`config.mk`:
```
export PLATFORM = sky130hd
export DESIGN_NAME = touch_gesture_recognizer
export DESIGN_NICKNAME = d
export VERILOG_FILES = /design/src/rtl/tgr_pkg.sv /design/src/rtl/touch_gesture_recognizer.sv /design/src/rtl/tgr_dsq.sv /design/src/rtl/tgr_isqrt.sv
export SDC_FILE = /design/constraint.sdc
export NUM_CORES = 1
export LEC_CHECK = 0
export ABC_AREA = 1
export BUFFER_PORTS_ARGS = -buffer_cell sky130_fd_sc_hd__buf_2
export CAP_MARGIN = 0
export CORE_MARGIN = 4
export CORE_UTILIZATION = 50
export CTS_CLUSTER_DIAMETER = 80
export DETAILED_ROUTE_END_ITERATION = 10
export PLACE_DENSITY = 0.68
export SLEW_MARGIN = 20
export SYNTH_ARGS = -nofsm -noshare
export SYNTH_HDL_FRONTEND = slang
export SYNTH_SLANG_ARGS = --single-unit
```
`constraint.sdc`:
```
create_clock -name aclk -period 6.2 [get_ports aclk]
set_input_delay 1.24 -clock aclk [delete_from_list [all_inputs] [get_ports aclk]]
set_output_delay 1.24 -clock aclk [all_outputs]
set_load 0.03 [all_outputs]
```
`src/rtl/tgr_pkg.sv`:
```
`timescale 1ns / 1ps
// ----------------------------------------------------------------------------
// tgr_pkg: shared codes for the touch gesture recognizer
// Input modes, result event codes, register indexes and fixed defaults.
// ----------------------------------------------------------------------------
package tgr_pkg;

    // kind of input beat, carried on s_tuser
    typedef enum logic [1:0] {
        MODE_DOWN = 2'd0,
        MODE_UP   = 2'd1,
        MODE_MOVE = 2'd2,
        MODE_TICK = 2'd3
    } mode_t;

    // kind of result beat, carried on m_tuser[2:0]
    typedef enum logic [2:0] {
        EV_DOWN        = 3'd0,
        EV_SECOND_DOWN = 3'd1,
        EV_TAP         = 3'd2,
        EV_UP          = 3'd3,
        EV_SECOND_UP   = 3'd4,
        EV_MOVE        = 3'd5,
        EV_ZOOM        = 3'd6,
        EV_LONG_PRESS  = 3'd7
    } event_t;

    // configuration register index, paddr[4:2]
    typedef enum logic [2:0] {
        REG_LEFT       = 3'd0,
        REG_TOP        = 3'd1,
        REG_RIGHT      = 3'd2,
        REG_BOTTOM     = 3'd3,
        REG_TAP_TICKS  = 3'd4,
        REG_LONG_TICKS = 3'd5,
        REG_TAP_RADIUS = 3'd6,
        REG_LONG_RADIUS = 3'd7
    } reg_idx_t;

    localparam int ADDR_W = 5;
    localparam int PDATA_W = 32;

    // default tick thresholds
    localparam int TAP_TICKS_DEF  = 10;
    localparam int LONG_TICKS_DEF = 40;

    // default radii as hundredths of the full coordinate range
    localparam int TAP_RADIUS_PCT  = 5;
    localparam int LONG_RADIUS_PCT = 8;

endpackage

```
`src/rtl/touch_gesture_recognizer.sv`:
```
`timescale 1ns / 1ps
// ----------------------------------------------------------------------------
// touch_gesture_recognizer: one- and two-finger gesture recognizer
// Tracks a primary and a secondary finger inside a region and reports down,
// tap, up, move, zoom and long-press beats from pointer events and ticks.
// ----------------------------------------------------------------------------
// Steps: down, second down, second up and one-finger move go from decode to
//   the result; primary up and long press square radius and anchor distance
//   first; a two-finger move runs the squarer and the root twice.
// Throughput: one beat in flight; the next beat is taken once the last result
//   loads (held while the output stalls) or a beat without a result ends.
// Reset: synchronous active-low aresetn clears fingers, ticks and handshakes.
// ----------------------------------------------------------------------------
module touch_gesture_recognizer #(
    parameter int COORD_BITS = 12,
    parameter int COUNT_BITS = 8
) (
    input  logic                                   aclk,
    input  logic                                   aresetn,
    // input beats
    input  logic                                   s_tvalid,
    output logic                                   s_tready,
    // s_tdata, low to high: pointer_id, pos_x, pos_y
    input  logic [((5+2*COORD_BITS+7)/8)*8-1:0]    s_tdata,
    // s_tuser: mode
    input  logic [1:0]                             s_tuser,
    // result beats
    output logic                                   m_tvalid,
    input  logic                                   m_tready,
    // m_tdata, low to high: event_x, event_y, delta_x, delta_y, zoom_change
    output logic [((5*COORD_BITS+4+7)/8)*8-1:0]    m_tdata,
    // m_tuser, low to high: event_code, claimed
    output logic [3:0]                             m_tuser,
    output logic                                   m_tlast,
    // configuration
    input  logic                                   psel,
    input  logic                                   penable,
    input  logic                                   pwrite,
    input  logic [tgr_pkg::ADDR_W-1:0]             paddr,
    input  logic [tgr_pkg::PDATA_W-1:0]            pwdata,
    output logic [tgr_pkg::PDATA_W-1:0]            prdata,
    output logic                                   pready
);

    import tgr_pkg::*;

    localparam int C      = COORD_BITS;
    localparam int K      = COUNT_BITS;
    localparam int OUT_DW = ((5*C+4+7)/8)*8;
    localparam logic [C-1:0] TAP_R_DEF  = C'(((2**C)*TAP_RADIUS_PCT + 50) / 100);
    localparam logic [C-1:0] LONG_R_DEF = C'(((2**C)*LONG_RADIUS_PCT + 50) / 100);

    typedef enum logic [3:0] {
        ST_IDLE,
        ST_DECODE,
        ST_RAD,
        ST_RAD_W,
        ST_DIST,
        ST_DIST_W,
        ST_ZD,
        ST_ZD_W,
        ST_ZS_W,
        ST_EMIT
    } state_t;

    // configuration registers
    logic [C-1:0] left_reg, top_reg, right_reg, bottom_reg;
    logic [K-1:0] tap_ticks_reg, long_ticks_reg;
    logic [C-1:0] tap_r_reg, long_r_reg;

    // controller
    state_t       state_reg;
    mode_t        op_mode_reg;
    logic [4:0]   op_id_reg;
    logic [C-1:0] op_x_reg, op_y_reg;

    logic         prim_act_reg, sec_act_reg;
    logic [4:0]   prim_id_reg, sec_id_reg;
    logic [C-1:0] prim_x_reg, prim_y_reg;
    logic [C-1:0] anch_x_reg, anch_y_reg;
    logic [C-1:0] sec_x_reg, sec_y_reg;
    logic [K-1:0] tick_reg;

    logic [2*C:0] r2_reg;
    logic [C:0]   old_root_reg;
    logic         zoom_pass_reg;

    event_t       res_code_reg [3];
    logic [1:0]   res_num_reg;
    logic [1:0]   res_idx_reg;
    logic [C-1:0] ev_x_reg, ev_y_reg;
    logic signed [C:0]   ev_dx_reg, ev_dy_reg;
    logic signed [C+1:0] ev_zoom_reg;
    logic         ev_claimed_reg;

    logic              m_tvalid_reg;
    logic [OUT_DW-1:0] m_tdata_reg;
    logic [3:0]        m_tuser_reg;
    logic              m_tlast_reg;

    // datapath links
    logic         dsq_start, dsq_done;
    logic [C-1:0] dsq_ax, dsq_ay, dsq_bx, dsq_by;
    logic [2*C:0] dsq_sum;
    logic         sqrt_start, sqrt_done;
    logic [C:0]   sqrt_root;

    logic         cfg_wr;
    logic [4:0]   in_id;
    logic [C-1:0] in_x, in_y;
    logic         prim_hit, sec_hit, in_region, tap_ok;
    logic [K-1:0] tick_inc;
    logic         out_free, emit_last;

    // ------------------------------------------------------------------
    // configuration port
    // ------------------------------------------------------------------
    assign pready = 1'b1;
    assign cfg_wr = psel && penable && pwrite && pready;

    always_ff @(posedge aclk) begin
        if (!aresetn) begin
            left_reg       <= '0;
            top_reg        <= '0;
            right_reg      <= '1;
            bottom_reg     <= '1;
            tap_ticks_reg  <= K'(TAP_TICKS_DEF);
            long_ticks_reg <= K'(LONG_TICKS_DEF);
            tap_r_reg      <= TAP_R_DEF;
            long_r_reg     <= LONG_R_DEF;
        end else if (cfg_wr) begin
            unique case (reg_idx_t'(paddr[4:2]))
                REG_LEFT:        left_reg       <= pwdata[C-1:0];
                REG_TOP:         top_reg        <= pwdata[C-1:0];
                REG_RIGHT:       right_reg      <= pwdata[C-1:0];
                REG_BOTTOM:      bottom_reg     <= pwdata[C-1:0];
                REG_TAP_TICKS:   tap_ticks_reg  <= pwdata[K-1:0];
                REG_LONG_TICKS:  long_ticks_reg <= pwdata[K-1:0];
                REG_TAP_RADIUS:  tap_r_reg      <= pwdata[C-1:0];
                REG_LONG_RADIUS: long_r_reg     <= pwdata[C-1:0];
            endcase
        end
    end

    // read back the addressed register
    always_comb begin
        unique case (reg_idx_t'(paddr[4:2]))
            REG_LEFT:        prdata = PDATA_W'(left_reg);
            REG_TOP:         prdata = PDATA_W'(top_reg);
            REG_RIGHT:       prdata = PDATA_W'(right_reg);
            REG_BOTTOM:      prdata = PDATA_W'(bottom_reg);
            REG_TAP_TICKS:   prdata = PDATA_W'(tap_ticks_reg);
            REG_LONG_TICKS:  prdata = PDATA_W'(long_ticks_reg);
            REG_TAP_RADIUS:  prdata = PDATA_W'(tap_r_reg);
            REG_LONG_RADIUS: prdata = PDATA_W'(long_r_reg);
        endcase
    end

    // ------------------------------------------------------------------
    // serial arithmetic units
    // ------------------------------------------------------------------
    tgr_dsq #(.COORD_BITS(C)) u_dsq (
        .aclk    (aclk),
        .aresetn (aresetn),
        .start   (dsq_start),
        .ax      (dsq_ax),
        .ay      (dsq_ay),
        .bx      (dsq_bx),
        .by      (dsq_by),
        .done    (dsq_done),
        .sum     (dsq_sum)
    );

    tgr_isqrt #(.COORD_BITS(C)) u_isqrt (
        .aclk    (aclk),
        .aresetn (aresetn),
        .start   (sqrt_start),
        .value   (dsq_sum),
        .done    (sqrt_done),
        .root    (sqrt_root)
    );

    // pick squarer operands by step: radius, anchor distance, separation
    always_comb begin
        dsq_start = 1'b0;
        dsq_ax    = prim_x_reg;
        dsq_ay    = prim_y_reg;
        dsq_bx    = sec_x_reg;
        dsq_by    = sec_y_reg;
        unique case (state_reg)
            ST_RAD: begin
                dsq_start = 1'b1;
                dsq_ax    = (op_mode_reg == MODE_UP) ? tap_r_reg : long_r_reg;
                dsq_ay    = '0;
                dsq_bx    = '0;
                dsq_by    = '0;
            end
            ST_DIST: begin
                dsq_start = 1'b1;
                dsq_bx    = anch_x_reg;
                dsq_by    = anch_y_reg;
            end
            ST_ZD: begin
                dsq_start = 1'b1;
            end
            default: begin
                dsq_start = 1'b0;
            end
        endcase
    end

    assign sqrt_start = (state_reg == ST_ZD_W) && dsq_done;

    // ------------------------------------------------------------------
    // decode helpers
    // ------------------------------------------------------------------
    assign in_id = s_tdata[4:0];
    assign in_x  = s_tdata[5 +: C];
    assign in_y  = s_tdata[5+C +: C];

    assign prim_hit  = prim_act_reg && (op_id_reg == prim_id_reg);
    assign sec_hit   = sec_act_reg && (op_id_reg == sec_id_reg);
    assign in_region = (op_x_reg >= left_reg) && (op_x_reg <= right_reg) &&
                       (op_y_reg >= top_reg) && (op_y_reg <= bottom_reg);
    assign tick_inc  = tick_reg + K'(1);
    assign tap_ok    = (tick_reg < tap_ticks_reg) && (dsq_sum < r2_reg);

    assign out_free  = !m_tvalid_reg || m_tready;
    assign emit_last = (res_idx_reg == (res_num_reg - 2'd1));

    // ------------------------------------------------------------------
    // controller: gesture state, step sequencing and output register
    // ------------------------------------------------------------------
    always_ff @(posedge aclk) begin
        if (!aresetn) begin
            state_reg     <= ST_IDLE;
            prim_act_reg  <= 1'b0;
            sec_act_reg   <= 1'b0;
            prim_id_reg   <= '0;
            sec_id_reg    <= '0;
            prim_x_reg    <= '0;
            prim_y_reg    <= '0;
            anch_x_reg    <= '0;
            anch_y_reg    <= '0;
            sec_x_reg     <= '0;
            sec_y_reg     <= '0;
            tick_reg      <= '0;
            zoom_pass_reg <= 1'b0;
            res_num_reg   <= '0;
            res_idx_reg   <= '0;
            m_tvalid_reg  <= 1'b0;
        end else begin
            // drop the result once taken, unless a new beat loads behind it
            if (m_tvalid_reg && m_tready && (state_reg != ST_EMIT)) begin
                m_tvalid_reg <= 1'b0;
            end

            unique case (state_reg)
                ST_IDLE: begin
                    if (s_tvalid) begin
                        op_mode_reg <= mode_t'(s_tuser);
                        op_id_reg   <= in_id;
                        op_x_reg    <= in_x;
                        op_y_reg    <= in_y;
                        state_reg   <= ST_DECODE;
                    end
                end

                ST_DECODE: begin
                    res_idx_reg    <= '0;
                    res_num_reg    <= 2'd1;
                    ev_x_reg       <= op_x_reg;
                    ev_y_reg       <= op_y_reg;
                    ev_dx_reg      <= '0;
                    ev_dy_reg      <= '0;
                    ev_zoom_reg    <= '0;
                    ev_claimed_reg <= 1'b0;
                    state_reg      <= ST_IDLE;
                    unique case (op_mode_reg)
                        MODE_DOWN: begin
                            if (in_region) begin
                                state_reg <= ST_EMIT;
                                if (!prim_act_reg) begin
                                    prim_act_reg    <= 1'b1;
                                    prim_id_reg     <= op_id_reg;
                                    prim_x_reg      <= op_x_reg;
                                    prim_y_reg      <= op_y_reg;
                                    anch_x_reg      <= op_x_reg;
                                    anch_y_reg      <= op_y_reg;
                                    tick_reg        <= '0;
                                    res_code_reg[0] <= EV_DOWN;
                                    ev_claimed_reg  <= 1'b1;
                                end else begin
                                    sec_act_reg     <= 1'b1;
                                    sec_id_reg      <= op_id_reg;
                                    sec_x_reg       <= op_x_reg;
                                    sec_y_reg       <= op_y_reg;
                                    res_code_reg[0] <= EV_SECOND_DOWN;
                                end
                            end
                        end
                        MODE_UP: begin
                            if (prim_hit) begin
                                // tap test runs on the serial squarer
                                prim_act_reg   <= 1'b0;
                                sec_act_reg    <= 1'b0;
                                ev_x_reg       <= prim_x_reg;
                                ev_y_reg       <= prim_y_reg;
                                ev_claimed_reg <= 1'b1;
                                state_reg      <= ST_RAD;
                            end else if (sec_hit) begin
                                sec_act_reg     <= 1'b0;
                                res_code_reg[0] <= EV_SECOND_UP;
                                ev_claimed_reg  <= 1'b1;
                                state_reg       <= ST_EMIT;
                            end
                        end
                        MODE_MOVE: begin
                            if (prim_hit && !sec_act_reg) begin
                                ev_dx_reg <= $signed({1'b0, prim_x_reg}) -
                                             $signed({1'b0, op_x_reg});
                                ev_dy_reg <= $signed({1'b0, prim_y_reg}) -
                                             $signed({1'b0, op_y_reg});
                                prim_x_reg      <= op_x_reg;
                                prim_y_reg      <= op_y_reg;
                                res_code_reg[0] <= EV_MOVE;
                                ev_claimed_reg  <= 1'b1;
                                state_reg       <= ST_EMIT;
                            end else if (prim_hit || sec_hit) begin
                                // separation before and after the move
                                zoom_pass_reg <= 1'b0;
                                ev_x_reg      <= '0;
                                ev_y_reg      <= '0;
                                state_reg     <= ST_ZD;
                            end
                        end
                        MODE_TICK: begin
                            if (tick_reg != '1) begin
                                tick_reg <= tick_inc;
                                if (prim_act_reg && !sec_act_reg &&
                                    tick_inc == long_ticks_reg) begin
                                    ev_x_reg  <= prim_x_reg;
                                    ev_y_reg  <= prim_y_reg;
                                    state_reg <= ST_RAD;
                                end
                            end
                        end
                    endcase
                end

                ST_RAD: begin
                    state_reg <= ST_RAD_W;
                end

                ST_RAD_W: begin
                    if (dsq_done) begin
                        r2_reg    <= dsq_sum;
                        state_reg <= ST_DIST;
                    end
                end

                ST_DIST: begin
                    state_reg <= ST_DIST_W;
                end

                ST_DIST_W: begin
                    if (dsq_done) begin
                        if (op_mode_reg == MODE_UP) begin
                            state_reg <= ST_EMIT;
                            if (tap_ok) begin
                                res_code_reg[0] <= EV_TAP;
                                res_code_reg[1] <= EV_UP;
                                res_code_reg[2] <= EV_SECOND_UP;
                                res_num_reg     <= 2'd3;
                            end else begin
                                res_code_reg[0] <= EV_UP;
                                res_code_reg[1] <= EV_SECOND_UP;
                                res_num_reg     <= 2'd2;
                            end
                        end else if (dsq_sum < r2_reg) begin
                            res_code_reg[0] <= EV_LONG_PRESS;
                            state_reg       <= ST_EMIT;
                        end else begin
                            state_reg <= ST_IDLE;
                        end
                    end
                end

                ST_ZD: begin
                    state_reg <= ST_ZD_W;
                end

                ST_ZD_W: begin
                    if (dsq_done) begin
                        state_reg <= ST_ZS_W;
                    end
                end

                ST_ZS_W: begin
                    if (sqrt_done) begin
                        if (!zoom_pass_reg) begin
                            // hold the old separation, move the finger
                            old_root_reg  <= sqrt_root;
                            zoom_pass_reg <= 1'b1;
                            if (prim_hit) begin
                                prim_x_reg <= op_x_reg;
                                prim_y_reg <= op_y_reg;
                            end else begin
                                sec_x_reg <= op_x_reg;
                                sec_y_reg <= op_y_reg;
                            end
                            state_reg <= ST_ZD;
                        end else begin
                            ev_zoom_reg <= $signed({1'b0, sqrt_root}) -
                                           $signed({1'b0, old_root_reg});
                            res_code_reg[0] <= EV_ZOOM;
                            state_reg       <= ST_EMIT;
                        end
                    end
                end

                ST_EMIT: begin
                    // load one result beat when the output register frees
                    if (out_free) begin
                        m_tvalid_reg <= 1'b1;
                        m_tdata_reg  <= OUT_DW'({ev_zoom_reg, ev_dy_reg, ev_dx_reg,
                                                 ev_y_reg, ev_x_reg});
                        m_tuser_reg  <= {ev_claimed_reg, res_code_reg[res_idx_reg]};
                        m_tlast_reg  <= emit_last;
                        res_idx_reg  <= res_idx_reg + 2'd1;
                        if (emit_last) begin
                            state_reg <= ST_IDLE;
                        end
                    end
                end

                default: begin
                    state_reg <= ST_IDLE;
                end
            endcase
        end
    end

    assign s_tready = aresetn && (state_reg == ST_IDLE);
    assign m_tvalid = m_tvalid_reg;
    assign m_tdata  = m_tdata_reg;
    assign m_tuser  = m_tuser_reg;
    assign m_tlast  = m_tlast_reg;

endmodule

```
`src/rtl/tgr_dsq.sv`:
```
`timescale 1ns / 1ps
// ----------------------------------------------------------------------------
// tgr_dsq: bit-serial squared distance
// Computes (ax-bx)^2 + (ay-by)^2 by shift-and-add, one multiplier bit per
// cycle, the x pass first, then the y pass.
// ----------------------------------------------------------------------------
module tgr_dsq #(
    parameter int COORD_BITS = 12
) (
    input  logic                    aclk,
    input  logic                    aresetn,
    input  logic                    start,
    input  logic [COORD_BITS-1:0]   ax,
    input  logic [COORD_BITS-1:0]   ay,
    input  logic [COORD_BITS-1:0]   bx,
    input  logic [COORD_BITS-1:0]   by,
    output logic                    done,
    output logic [2*COORD_BITS:0]   sum
);

    localparam int C     = COORD_BITS;
    localparam int CNT_W = $clog2(C);

    logic             busy_reg;
    logic             done_reg;
    logic             phase_reg;
    logic [CNT_W-1:0] cnt_reg;
    logic [2*C-1:0]   mcand_reg;
    logic [C-1:0]     mplier_reg;
    logic [C-1:0]     ady_reg;
    logic [2*C:0]     acc_reg;

    logic [C-1:0]     adx;
    logic [C-1:0]     ady;
    logic [2*C:0]     acc_next;

    // absolute coordinate differences
    assign adx = (ax >= bx) ? (ax - bx) : (bx - ax);
    assign ady = (ay >= by) ? (ay - by) : (by - ay);

    // add the shifted multiplicand when the current multiplier bit is set
    assign acc_next = mplier_reg[0] ? (acc_reg + {1'b0, mcand_reg}) : acc_reg;

    // run the x pass, then the y pass
    always_ff @(posedge aclk) begin
        if (!aresetn) begin
            busy_reg  <= 1'b0;
            done_reg  <= 1'b0;
            phase_reg <= 1'b0;
            cnt_reg   <= '0;
        end else begin
            done_reg <= 1'b0;
            if (start) begin
                busy_reg   <= 1'b1;
                phase_reg  <= 1'b0;
                cnt_reg    <= '0;
                mcand_reg  <= (2*C)'(adx);
                mplier_reg <= adx;
                ady_reg    <= ady;
                acc_reg    <= '0;
            end else if (busy_reg) begin
                acc_reg <= acc_next;
                if (cnt_reg == CNT_W'(C - 1)) begin
                    cnt_reg <= '0;
                    if (!phase_reg) begin
                        phase_reg  <= 1'b1;
                        mcand_reg  <= (2*C)'(ady_reg);
                        mplier_reg <= ady_reg;
                    end else begin
                        busy_reg <= 1'b0;
                        done_reg <= 1'b1;
                    end
                end else begin
                    cnt_reg    <= cnt_reg + CNT_W'(1);
                    mcand_reg  <= {mcand_reg[2*C-2:0], 1'b0};
                    mplier_reg <= {1'b0, mplier_reg[C-1:1]};
                end
            end
        end
    end

    assign done = done_reg;
    assign sum  = acc_reg;

endmodule

```
`src/rtl/tgr_isqrt.sv`:
```
`timescale 1ns / 1ps
// ----------------------------------------------------------------------------
// tgr_isqrt: digit-serial floor square root
// Restoring root extraction, one radix-4 digit of the radicand per cycle.
// ----------------------------------------------------------------------------
module tgr_isqrt #(
    parameter int COORD_BITS = 12
) (
    input  logic                    aclk,
    input  logic                    aresetn,
    input  logic                    start,
    input  logic [2*COORD_BITS:0]   value,
    output logic                    done,
    output logic [COORD_BITS:0]     root
);

    localparam int C     = COORD_BITS;
    localparam int N     = C + 1;
    localparam int SW    = 2 * N;
    localparam int CNT_W = $clog2(N);

    logic             busy_reg;
    logic             done_reg;
    logic [CNT_W-1:0] cnt_reg;
    logic [SW-1:0]    src_reg;
    logic [C+1:0]     rem_reg;
    logic [C:0]       root_reg;

    logic [C+3:0]     rem_sh;
    logic [C+2:0]     trial;
    logic             fits;
    logic [C+3:0]     rem_dif;

    // bring down the next digit and try root*4+1
    assign rem_sh  = {rem_reg, src_reg[SW-1 -: 2]};
    assign trial   = {root_reg, 2'b01};
    assign fits    = rem_sh >= {1'b0, trial};
    assign rem_dif = rem_sh - {1'b0, trial};

    // one root bit per cycle
    always_ff @(posedge aclk) begin
        if (!aresetn) begin
            busy_reg <= 1'b0;
            done_reg <= 1'b0;
            cnt_reg  <= '0;
        end else begin
            done_reg <= 1'b0;
            if (start) begin
                busy_reg <= 1'b1;
                cnt_reg  <= '0;
                src_reg  <= SW'(value);
                rem_reg  <= '0;
                root_reg <= '0;
            end else if (busy_reg) begin
                src_reg <= {src_reg[SW-3:0], 2'b00};
                if (fits) begin
                    rem_reg  <= rem_dif[C+1:0];
                    root_reg <= {root_reg[C-1:0], 1'b1};
                end else begin
                    rem_reg  <= rem_sh[C+1:0];
                    root_reg <= {root_reg[C-1:0], 1'b0};
                end
                if (cnt_reg == CNT_W'(N - 1)) begin
                    busy_reg <= 1'b0;
                    done_reg <= 1'b1;
                end else begin
                    cnt_reg <= cnt_reg + CNT_W'(1);
                end
            end
        end
    end

    assign done = done_reg;
    assign root = root_reg;

endmodule

```
==> impl_metrics.toml, run 1 <==
[outcome]
status = "completed"

[timing]
worst_slew_pin_slew_ns = 1.01
rsz0062_at_grt = "no"
slew_headroom_pct = 32.4
layout_setup_ws_ns = 1.73
clock.fmax_ghz = 0.224
finClkSkew_ns = 0.0284
finalHoldViolations = 0
min_period_ns = 4.47
fin_crit_sh_pct = 72.1
setup_viol = 0
drv_slew = 0
tns_ns = 0

[floorplanning]
die-width_um = 251
pin_count = 182
core_um2 = 58100
dieArea_um2 = 63100
die_h_um = 251
initial_core_util_pct = 50.8
core.rowCount = 88

[synth]
ys_seq_area_share_pct = 47.6
yosys-top-cells-count = "nand2_1, inv_1, a21oi_1"
postSynthAreaPerCell_um2 = 8.42
yosysTopAreaCellShare_pct = 33.6
yosys_warnings = 0
yosysMostFrequentCell = "nand2_1"
ys_ff_latch = 537
syn-cell-area_um2 = 29600
ys_async_sr_fraction_pct = 0
ys.flop_type = "edfxtp_1"
synth_top_area_cell = "edfxtp_1"
post_synth_num_cell_types = 56
synth_edf_count = 331
synth_cells = 3512
synth_area_leaders = "edfxtp_1, dfxtp_1, nand2_1"

[detailed_routing]
wl_per_cell_um = 16.9
drtIter0Drc = 1861
postRouteAntennaNets = 0
wl_mm = 74.9
drc = 0
vias = 23600
firstDrtPassIters = 5
viasPerCell = 5.34

[cells_and_area]
largest_register_ff_count = 64
nNetsFinal = 3901
fill_cells = 5309
drive_gt1_share_pct = 9.13
area.growth.synth_to_final_pct = 10.9

[placement]
dp_slack_ns = 1.82
hpwl_mm = 54.3
portBuffers = 135
gp_congestion = 0.915

[grt]
grtUsageTotal_pct = 23.3
grt_max_degree = 99
grt_pass1_vias = 22200
antenna_found_initial = 2
grt_overflow = 0
grt_pass1_wl_mm = 119

[critical_path]
crit_arrival_ns = 4.84
path_cells = "nor2_1, nand2_1, buf_4, inv_2, nor2_1, inv_1, o22ai_1, ha_1, fa_1, o21ai_0, nand3_1, nand3_1, inv_2, nand2_1, nand2_1"
critPathSlowestCell = "inv_1"
critPathBufInv = 4
required_ns = 6.57
cp.depth = 15
critPathTopFamily = "buffers and inverters"
start_kind = "flop"
critical_path_class = "reg2reg"
r2r_cells = 15
worst_path_most_repeated_cell = "nand2_1"
critPathMaxFanout = 21
slowest_delay_ns = 0.60
cp-end-kind = "flop"

[pwr]
p_leak_nw = 14.3
pwr_density_cell_nw_per_um2 = 315
ir_worst_vdd_v = 0.000219
p_total_w = 0.0103

[clock_tree]
clock_sinks = 537
clock_tree.root_cell = "clkbuf_16"
post_cts_buffers = 0
worst_skew_pair.late_latency_ns = 0.63
htree_levels = 2
clockBufferDepth = 3
clkTransAtPathRegs_ns = 0.06
cts_hold_buf = 0
cts_buffers = 57
cts_tree = "done"
cts_resized = 0

[min_path]
min_path_cells = 0
hold_class = "reg2reg"

[flow_run]
drv_cap = 0
## per-layer routing
| metal | track usage, % | vias up | share of wire (%) |
|---|---|---|---|
| li1 | - | 11900 | - |
| met1 | 31.5 | 10800 | 44 |
| met2 | 37.9 | 710 | 46 |
| met3 | 4.41 | 154 | 6.9 |
| met4 | 8.32 | 0 | 3.6 |
| met5 | 0 | - | 0 |
## layout by cell type (no fill, tap or decap), drive strengths merged, types with 9 or more instances in the layout
cell type	count
o21bai	11
a221oi	13
conb	21
nor3	32
xor2	38
o21ai	249
o21a	13
dfxtp	206
nor2	296
o22ai	43
buf	166
nand3	179
edfxtp	331
a21o	17
nand2	709
nand4	33
clkinv	22
xnor2	16
a21oi	371
o211ai	32
clkbuf	80
o2111ai	9
ha	205
inv	511
## final timing paths
path	start	to	slack (ns)
setup / recovery	state_reg[3]$_SDFFE_PN0P_	u_dsq.ady_reg[4]$_DFFE_PP_	1.73
hold reg to reg	ev_dx_reg[8]$_SDFFCE_PN0P_	m_tdata[32]$_DFFE_PP_	0.41
hold / removal	ev_dx_reg[8]$_SDFFCE_PN0P_	m_tdata[32]$_DFFE_PP_	0.41
setup reg to reg	state_reg[3]$_SDFFE_PN0P_	u_dsq.ady_reg[4]$_DFFE_PP_	1.73
## where the power goes
part           internal, W  switching, W  total (W)
logic             0.000925       0.00173    0.00265
clock network      0.00199       0.00145    0.00344
registers          0.00405      0.000187    0.00424
## cell type report
type | count | area [um2] | area share [%]
Sequential cell | 537 | 14100 | 42.9
Multi-Input combinational cell | 2337 | 13000 | 39.7
Inverter | 511 | 1920 | 5.85
Clock buffer | 80 | 1620 | 4.93
Tap cell | 765 | 957 | 2.92
Timing Repair Buffer | 166 | 943 | 2.88
Clock inverter | 28 | 270 | 0.824
Antenna cell | 2 | 5.00 | 0.0153
## worst reg2reg max path, stage by stage, from the launching register on
cell and delay [ns]:
dfxtp_1 0.35, nor2_1 0.27, nand2_1 0.09, buf_4 0.24, inv_2 0.32, nor2_1 0.11, inv_1 0.60, o22ai_1 0.22
ha_1 0.29, fa_1 0.40, o21ai_0 0.45, nand3_1 0.13, nand3_1 0.38, inv_2 0.19, nand2_1 0.11, nand2_1 0.05
## through the flow
step	instances	hold slack [ns]	utilization (%)	instance area, um2
after floorplan	3531	0.400	-	29600
final	4426	0.413	56.4	32800
after global routing	4425	0.418	56.4	32800
after detailed placement	4315	0.405	53.1	30800
after CTS	4423	0.413	56.3	32700
after global placement	4315	0.401	53.1	30800
## cell families (layout without fill, tap and decap cells)
group	count (synthesis)	count (layout)	share of synthesized area (%)
multiplexers	1	1	0.0381
AND/OR/NAND/NOR	1261	1261	17.6
AO/OA/AOI/OAI	787	787	15.0
other	2	23	0.0254
XOR/XNOR	54	54	1.60
buffers and inverters	657	785	8.95
adder cells (fa/ha/maj)	213	213	9.22
flip-flops	537	537	47.6
No activity file was read; power rests on OpenSTA's default activity.
==> inputs of run 2 (changes only) <==
PLACE_DENSITY = 0.7   (was 0.68)
clock period = 3.84 ns   (was 6.2 ns; I/O delays follow)
==> run 2 against run 1 <==
Sequential power rose by 61%. Worst setup slack got worse by 1.4 ns. Combinational power rose by 70%. Maximum frequency rose by 26%. First-iteration DRC count barely moved. Design area rose by 1.1%. Sequential share of layout area fell by 0.45 points. Register-to-register slack got worse by 1.4 ns. Hold slack got worse by 0.10 ns. Count of clock-buffer cells in the layout rose by 2. Clock power rose by 65%. Critical path type unchanged. Largest power group unchanged.
==> impl_metrics.toml, run 2 (same netlist as run 1, synthesis figures left out) <==
[min_path]
min_delay_worst_endpoint = "op_y_reg[4]$_DFFE_PP_"
min_from = "s_tdata[21]"
min_path_cells = 1
hold_class = "in2reg"

[timing]
slew_headroom_pct = 39.1
hold_ws_ns = 0.312
finClkSkew_ns = 0.0330
rsz0062_at_grt = "no"
clock.fmax_ghz = 0.282
worst_slew_pin_slew_ns = 0.912
setup_viol = 0
finalHoldViolations = 0
min_period_ns = 3.54
drv_slew = 0
tns_ns = 0
fin_crit_sh_pct = 92.2

[grt]
grt_max_degree = 85
antenna_found_initial = 0
grt_pass1_wl_mm = 120
grt_use_met2_pct = 38.3
grt_use_met3_pct = 3.69
grt_pass1_vias = 22500
busiest_layer = "met2"
grt_use_met1_pct = 32.0
grt_overflow = 0
grtUsageTotal_pct = 23.5

[outcome]
status = "completed"

[floorplanning]
initial_core_util_pct = 50.8
die-width_um = 251
pin_count = 182
die_h_um = 251
core.rowCount = 88
dieArea_um2 = 63100
core_um2 = 58100

[critical_path]
start_kind = "flop"
r2r_end = "u_dsq.mplier_reg[10]$_DFFE_PP_"
crit_arrival_ns = 3.91
ff2ff_setup_slack_ns = 0.30
critPathMaxFanout = 13
worst_path_most_repeated_cell = "nand2_1"
critical_path_class = "reg2reg"
cp-end-kind = "flop"
slowest_delay_ns = 0.43
path_cells = "nor2_1, nand2_1, inv_2, nor2_1, inv_2, buf_4, o22ai_1, inv_1, ha_1, nand2_1, o21ai_1, a21oi_1, o21ai_1, a21oi_1, nand2_1, nand2_1, nand2_1, nand2_1, nand2_1, nand2_1"
critPathSlowestCell = "dfxtp_1"
reg2reg_from = "state_reg[0]$_SDFFE_PN0P_"
r2r_cells = 20
required_ns = 4.21

[pwr]
pwr_density_cell_nw_per_um2 = 514
ir_worst_vdd_v = 0.000362
p_leak_nw = 14.5

[clock_tree]
clkTransAtPathRegs_ns = 0.06
htree_levels = 2
clockBufferDepth = 3
worst_skew_pair.late_latency_ns = 0.63
clock_sinks = 537
cts_tree = "done"
cts_buffers = 57
clock_tree.root_cell = "clkbuf_16"

[flow_run]
drv_cap = 0

[cells_and_area]
fin_util_pct = 57.0
final_common_cell = "nand2_1"
area.growth.synth_to_final_pct = 12.1
largest_register_ff_count = 64
drive_gt1_share_pct = 10.1
antennaDiodeCount = 0
final_cell_mix = "nand2_1, inv_1, a21oi_1, edfxtp_1, nor2_1"
nNetsFinal = 3938

[placement]
hpwl_mm = 55.8
portBuffers = 135
gp_congestion = 0.949

[detailed_routing]
drtIter0Drc = 1862
drc = 0
viasPerCell = 5.40
wl_per_cell_um = 17.1
postRouteAntennaNets = 0
vias = 24100
firstDrtPassIters = 6
wl_mm = 76.2
## run 2: cell types whose count changed in the layout (fill, tap and decap cells not counted), moves of 3 or more
cell / change
buf_4: +35
clkinv_2: -4
buf_12: +3
clkbuf_16: +3
o21ai_0: -3
o21ai_1: +3
## run 2: cell type report
cell class	instances	area [um2]
fill	5239	25000
sequential	537	14100
multi-input combinational	2337	13000
inverter	511	1920
clock buffer	82	1680
timing repair buffer	203	1240
tap	765	957
clock inverter	25	269
## run 2: power by group
| group | internal, W | switching [W] |
|---|---|---|
| clock network | 0.00338 | 0.00231 |
| registers | 0.00654 | 0.000293 |
| logic | 0.00163 | 0.00287 |
| total | 0.0115 | 0.00548 |
## run 2: metal layers
layer / up-vias / routed length (um) / share of wire (%)
li1: 12000 / - / -
met1: 11200 / 33300 / 44
met2: 720 / 35200 / 46
met3: 161 / 5000 / 6.6
met4: 0 / 2640 / 3.5
met5: - / 0 / 0
## run 2: through the flow
| stage | setup slack (ns) | std cells | area, um2 | total power [W] |
|---|---|---|---|---|
| 2_1_floorplan | 0.380 | 3531 | 29600 | 0.0102 |
| 3_3_place_gp | 0.219 | 4350 | 31100 | 0.0112 |
| 3_5_place_dp | 0.146 | 4350 | 31100 | 0.0113 |
| 4_1_cts | 0.121 | 4457 | 33100 | 0.0170 |
| 5_1_grt | 0.00676 | 4460 | 33100 | 0.0180 |
| 6_report | 0.300 | 4460 | 33100 | 0.0170 |
## run 2: worst max-delay path, delay by kind of cell (launching register included)
kind / cells / cell delay (ns)
compound gates: 5 / 0.99
fa+ha+maj: 1 / 0.42
buf+inv: 4 / 0.48
flops: 1 / 0.43
simple gates: 10 / 0.97
## run 2: worst max-delay path by stage
stage,endpoint,cells past startpoint,from,slack (ns)
floorplan,u_dsq.mcand_reg[0]$_DFFE_PP_,9,state_reg[1]$_SDFFE_PN0P_,0.38
global placement,u_dsq.mcand_reg[11]$_DFFE_PP_,20,state_reg[2]$_SDFFE_PN0P_,0.22
detailed placement,u_dsq.mcand_reg[11]$_DFFE_PP_,18,state_reg[2]$_SDFFE_PN0P_,0.15
CTS,u_dsq.mplier_reg[11]$_DFFE_PP_,18,state_reg[2]$_SDFFE_PN0P_,0.12
global route,u_dsq.ady_reg[9]$_DFFE_PP_,17,state_reg[2]$_SDFFE_PN0P_,0.007
finish,u_dsq.mplier_reg[10]$_DFFE_PP_,20,state_reg[0]$_SDFFE_PN0P_,0.30
## run 2: timing repair
action                     CTS  global route
hold buffers                 0             0
gates resized for setup      0             9
setup endpoints to repair    0            32
setup buffers                0             3
